File: config.mk
export PLATFORM = sky130hd
export DESIGN_NAME = brme_apb_regs
export DESIGN_NICKNAME = d
export VERILOG_FILES = /design/src/brme_pkg.sv /design/src/brme_apb_regs.sv
export SDC_FILE = /design/constraint.sdc
export NUM_CORES = 1
export LEC_CHECK = 0
export BUFFER_PORTS_ARGS = -buffer_cell sky130_fd_sc_hd__buf_2
export CORE_ASPECT_RATIO = 2
export CORE_MARGIN = 2
export CORE_UTILIZATION = 46
export CTS_BUF_LIST = sky130_fd_sc_hd__clkbuf_4
export CTS_CLUSTER_SIZE = 25
export DETAILED_ROUTE_END_ITERATION = 10
export PLACE_DENSITY = 0.78
export SYNTH_ARGS = -nofsm -noshare
export SYNTH_HDL_FRONTEND = slang
export SYNTH_SLANG_ARGS = --single-unit
File: constraint.sdc
create_clock -name clk -period 1.3 [get_ports clk]
set_clock_uncertainty 0.05 [all_clocks]
set_input_delay 0.13 -clock clk [delete_from_list [all_inputs] [get_ports clk]]
set_output_delay 0.13 -clock clk [all_outputs]
set_load 0.005 [all_outputs]
File: src/brme_pkg.sv
// shared types, register map and constants for the border mask erosion block
package brme_pkg;

  // default geometry
  localparam int DEF_KERNEL_SIZE = 21;
  localparam int DEF_MAX_WIDTH   = 2048;

  // configuration port
  localparam int CFG_ADDR_W = 5;
  localparam int CFG_DATA_W = 32;

  typedef enum logic [2:0] {
    REG_FRAME_WIDTH   = 3'd0,
    REG_FRAME_HEIGHT  = 3'd1,
    REG_MARGIN_TOP    = 3'd2,
    REG_MARGIN_BOTTOM = 3'd3,
    REG_MARGIN_LEFT   = 3'd4,
    REG_MARGIN_RIGHT  = 3'd5,
    REG_COLOR_INPUT   = 3'd6
  } cfg_reg_t;

  // register reset values
  localparam logic [11:0] RST_FRAME_WIDTH  = 12'd640;
  localparam logic [11:0] RST_FRAME_HEIGHT = 12'd480;

  // item opcodes
  typedef enum logic {
    OP_PIXEL = 1'b0,
    OP_FLUSH = 1'b1
  } opcode_t;

  // bt.601 gray weights, 14 fractional bits
  localparam int GRAY_SUM_W   = 22;
  localparam int GRAY_FRAC    = 14;
  localparam int GRAY_COEF_B  = 1868;
  localparam int GRAY_COEF_G  = 9617;
  localparam int GRAY_COEF_R  = 4899;
  localparam int GRAY_ROUND   = 8192;

  // input row counter saturates here
  localparam int IN_ROW_W   = 13;
  localparam int IN_ROW_MAX = 8191;

  localparam logic [7:0] MASK_ON  = 8'd255;
  localparam logic [7:0] MASK_OFF = 8'd0;

  typedef struct packed {
    opcode_t    opcode;
    logic [7:0] blue_or_gray;
    logic [7:0] green_value;
    logic [7:0] red_value;
  } in_item_t;

  typedef struct packed {
    logic [7:0]  mask_value;
    logic [10:0] out_column;
    logic [11:0] out_row;
    logic        frame_done;
  } out_item_t;

  typedef struct packed {
    logic [11:0] frame_width;
    logic [11:0] frame_height;
    logic [11:0] margin_top;
    logic [11:0] margin_bottom;
    logic [10:0] margin_left;
    logic [10:0] margin_right;
    logic        color_input;
  } cfg_t;

endpackage

File: src/brme_apb_regs.sv
// configuration register file behind the apb-style port
module brme_apb_regs
  import brme_pkg::*;
(
  input  logic                  clk,
  input  logic                  rst_n,
  input  logic                  psel,
  input  logic                  penable,
  input  logic                  pwrite,
  input  logic [CFG_ADDR_W-1:0] paddr,
  input  logic [CFG_DATA_W-1:0] pwdata,
  output logic [CFG_DATA_W-1:0] prdata,
  output logic                  pready,
  output cfg_t                  cfg
);

  cfg_t     cfg_r;
  logic     wr_en;
  cfg_reg_t reg_idx;

  assign pready  = 1'b1;
  assign reg_idx = cfg_reg_t'(paddr[4:2]);
  assign wr_en   = psel && penable && pwrite && pready;
  assign cfg     = cfg_r;

  // register writes
  always_ff @(posedge clk) begin
    if (!rst_n) begin
      cfg_r.frame_width   <= RST_FRAME_WIDTH;
      cfg_r.frame_height  <= RST_FRAME_HEIGHT;
      cfg_r.margin_top    <= '0;
      cfg_r.margin_bottom <= '0;
      cfg_r.margin_left   <= '0;
      cfg_r.margin_right  <= '0;
      cfg_r.color_input   <= 1'b0;
    end else if (wr_en) begin
      unique case (reg_idx)
        REG_FRAME_WIDTH:   cfg_r.frame_width   <= pwdata[11:0];
        REG_FRAME_HEIGHT:  cfg_r.frame_height  <= pwdata[11:0];
        REG_MARGIN_TOP:    cfg_r.margin_top    <= pwdata[11:0];
        REG_MARGIN_BOTTOM: cfg_r.margin_bottom <= pwdata[11:0];
        REG_MARGIN_LEFT:   cfg_r.margin_left   <= pwdata[10:0];
        REG_MARGIN_RIGHT:  cfg_r.margin_right  <= pwdata[10:0];
        REG_COLOR_INPUT:   cfg_r.color_input   <= pwdata[0];
        default: ;
      endcase
    end
  end

  // read mux
  always_comb begin
    unique case (reg_idx)
      REG_FRAME_WIDTH:   prdata = CFG_DATA_W'(cfg_r.frame_width);
      REG_FRAME_HEIGHT:  prdata = CFG_DATA_W'(cfg_r.frame_height);
      REG_MARGIN_TOP:    prdata = CFG_DATA_W'(cfg_r.margin_top);
      REG_MARGIN_BOTTOM: prdata = CFG_DATA_W'(cfg_r.margin_bottom);
      REG_MARGIN_LEFT:   prdata = CFG_DATA_W'(cfg_r.margin_left);
      REG_MARGIN_RIGHT:  prdata = CFG_DATA_W'(cfg_r.margin_right);
      REG_COLOR_INPUT:   prdata = CFG_DATA_W'(cfg_r.color_input);
      default:           prdata = '0;
    endcase
  end

endmodule

==> impl_metrics.yaml <==
critical_path:
  path_cells: "mux4_2 -> mux2_2 -> buf_2"
  endpoint_kind: "output pin"
  slowest_delay_ns: 0.46
  regToRegStartpoint: "cfg[66]$_SDFFE_PN1P_"
  reg2reg_setup_slack_ns: 0.34
  cp.arrival_ns: 1.61
  worst_r2r_endpoint: "cfg[66]$_SDFFE_PN1P_"
  cp-start-kind: "flop"
  crit_fanout: 2
  path_delay_family: "multiplexers"
  rr_worst_depth: 4
  critPathRequiredTime_ns: 1.12
  path_class: "flop to output pin"
  crit_buf_inv: 1
  cpMaxStageDelayCell: "mux4_2"
global_routing:
  grt.overflow.total: 0
  antenna_found_initial: 0
  grt_pass1_vias: 3296
  grt_max_degree: 73
  grt_pass1_wl_um: 15900
  grt_util_all_layers: 0.2581
drt:
  drtIter0Drc: 147
  antenna_left: 0
  first_pass_iters: 4
  drt-wirelength-per-cell_um: 17.28
  wl_um: 10700
  drc: 0
  vias_per_cell: 5.397
  vias: 3341
cells_and_area:
  layout-drive-gt1-share: 0.4744
  num-fill-cells: 572
  largest_reg_flops: 71
  fin_nets: 565
  area_growth_pct: 40.29
  insertedDiodeCount: 0
power:
  p_leak_nw: 2.298
  peakVddDrop_v: 0.0007208
  power.density_nw_per_um2: 804.5
placement:
  dp_slack_ns: -0.2433
  io_buffers: 102
  gp_congestion: 0.7916
  dp_hpwl_um: 7625
sta:
  maxSlewViolCount: 0
  holdWs_ns: 0.03777
  max_slew.worst_pin.slew_ns: 0.5512
  setup-violations-final: 12
  period_minus_slack_ns: 1.791
  fin_tns_setup_ns: -3.901
  max_freq_ghz: 0.5582
  period_share: 1.378
  hold_viol: 0
  worst_slack_ns: -0.4914
  rsz0062_at_grt: "true"
  slew_headroom: 0.6309
hold_path:
  min_from: "pwdata[10]"
  hold-path-cell-count: 3
  hp-class: "input port to flop"
  hold_end: "cfg[57]$_SDFFE_PN0P_"
synthesis:
  syn-cell-area_um2: 3397
  yosys_register_bits: 71
  synth.distinct_cells: 35
  yosys.area.top_type_share: 0.4184
  syn_area_per_cell_um2: 9.623
  yosysWarnings: 0
  synth_top_area_cell: "dfxtp_1"
  synth-seq-area-share: 0.4184
  syn-instance-count: 353
  synth.area.top_cells: "dfxtp_1 42%, mux2i_1 23%, nand2_1 9.0%"
clock_tree:
  cts_buffer_depth: 2
  ctsHtreeMaxLevel: 3
  clk_latency_ns: 0.41
  cts_tree: "yes"
  cts_sinks: 71
  cts_buffers: 9
  clk_pin_slew_worst_paths_ns: 0.10
  cts_root_buf: "clkbuf_4"
run_status:
  violations: "setup timing"
  outcome: "complete, but fails checks"
floorplan:
  pin_count: 146
  coreArea_um2: 7212
  fp.dieW_um: 64.77
  dieArea_um2: 8130
  initial_core_util: 0.4710
  row_count: 44
  die_height_um: 125.5
job:
  max-cap-violations: 0
## Yosys cell counts
cell and count:
a21oi_1 2, a221o_1 3, a221oi_1 2, a22oi_1 2
and2_1 1, and3_1 1, and4b_1 1, buf_1 2
buf_2 9, buf_4 23, buf_6 2, clkbuf_1 9
clkbuf_2 1, conb_1 2, dfxtp_1 71, inv_1 6
mux2_2 13, mux2i_1 77, mux4_2 3, nand2_1 81
nand2_2 1, nand2b_1 3, nand3_1 1, nand4_1 1
nand4b_1 4, nor2_1 3, nor2_2 2, nor2b_1 2
nor3_1 3, o211ai_1 7, o21ai_0 7, o221ai_1 4
o2bb2ai_1 1, o31ai_1 2, or2_2 1
## placed cells by master (no fill, tap or decap), types with 6 or more instances in the layout
cell type	netlist	final
clkbuf_4	0	12
conb_1	2	21
dlygate4sd3_1	0	6
mux2_2	13	6
dfxtp_1	71	46
buf_2	9	98
nand2_1	81	77
dfxtp_2	0	25
o211ai_1	7	7
mux2_4	0	7
inv_1	6	6
mux2i_1	77	77
buf_4	23	72
buf_6	2	6
## through the flow
stage	utilization	cell area, um2	power [mW]	instances
after floorplan	-	3468	2.511	372
after global placement	0.5959	4298	2.656	578
after detailed placement	0.5959	4298	2.663	578
after CTS	0.6485	4677	3.809	614
after global routing	0.6608	4766	3.947	619
final	0.6608	4766	3.834	619
## metal layers
layer | vias to the layer above | share of wire | global-route usage
met3 | 41 | 0.052 | 0.04766
met5 | - | 0 | 0
met1 | 1621 | 0.36 | 0.2717
met2 | 148 | 0.54 | 0.4585
met4 | 0 | 0.050 | 0.1564
li1 | 1531 | - | -
## report_power, final
| part | switching [mW] | total (mW) | internal (mW) | leakage (nW) |
|---|---|---|---|---|
| sequential | 0.0135 | 2.20 | 2.19 | 0.584 |
| combinational | 0.258 | 0.465 | 0.207 | 1.65 |
| clock | 0.733 | 1.16 | 0.431 | 0.0599 |
| total | 1.00 | 3.83 | 2.83 | 2.30 |
## worst min-delay path, stage by stage
cell and delay, ns:
buf_2 0.10, nand2_1 0.15, mux2i_1 0.09
## cell families after synthesis
kind of cell,synth area share
mux,0.2899
buf+inv,0.09097
simple gates,0.1341
other cells,0.002211
compound gates,0.06445
flops,0.4184
## worst max path at each step
stage	start	end	cells after the start
3_5_place_dp	paddr[3]	prdata[5]	7
3_3_place_gp	paddr[3]	prdata[5]	7
4_1_cts	cfg[0]$_SDFFE_PN0P_	prdata[0]	3
6_report	cfg[0]$_SDFFE_PN0P_	prdata[0]	3
5_1_grt	cfg[51]$_SDFFE_PN0P_	prdata[4]	3
2_1_floorplan	paddr[4]	prdata[0]	3
## timing repair
item,in CTS,in global routing
hold buffers,6,0
endpoints found under the setup margin,12,12
endpoints found under the hold margin,14,0
pin swaps,4,3
gates resized for setup,38,16
buffers inserted,15,5
## layout make-up
| type | count | area (um2) | share of cell area |
|---|---|---|---|
| inverter | 6 | 22.52 | 0.004726 |
| timing repair buffer | 186 | 1239 | 0.2599 |
| tap | 92 | 115.1 | 0.02415 |
| multi-input combinational | 249 | 1836 | 0.3851 |
| clock buffer | 12 | 90.09 | 0.01890 |
| clock inverter | 3 | 11.26 | 0.002363 |
| sequential | 71 | 1453 | 0.3048 |
Note: power is estimated with default switching activity, not from simulation.
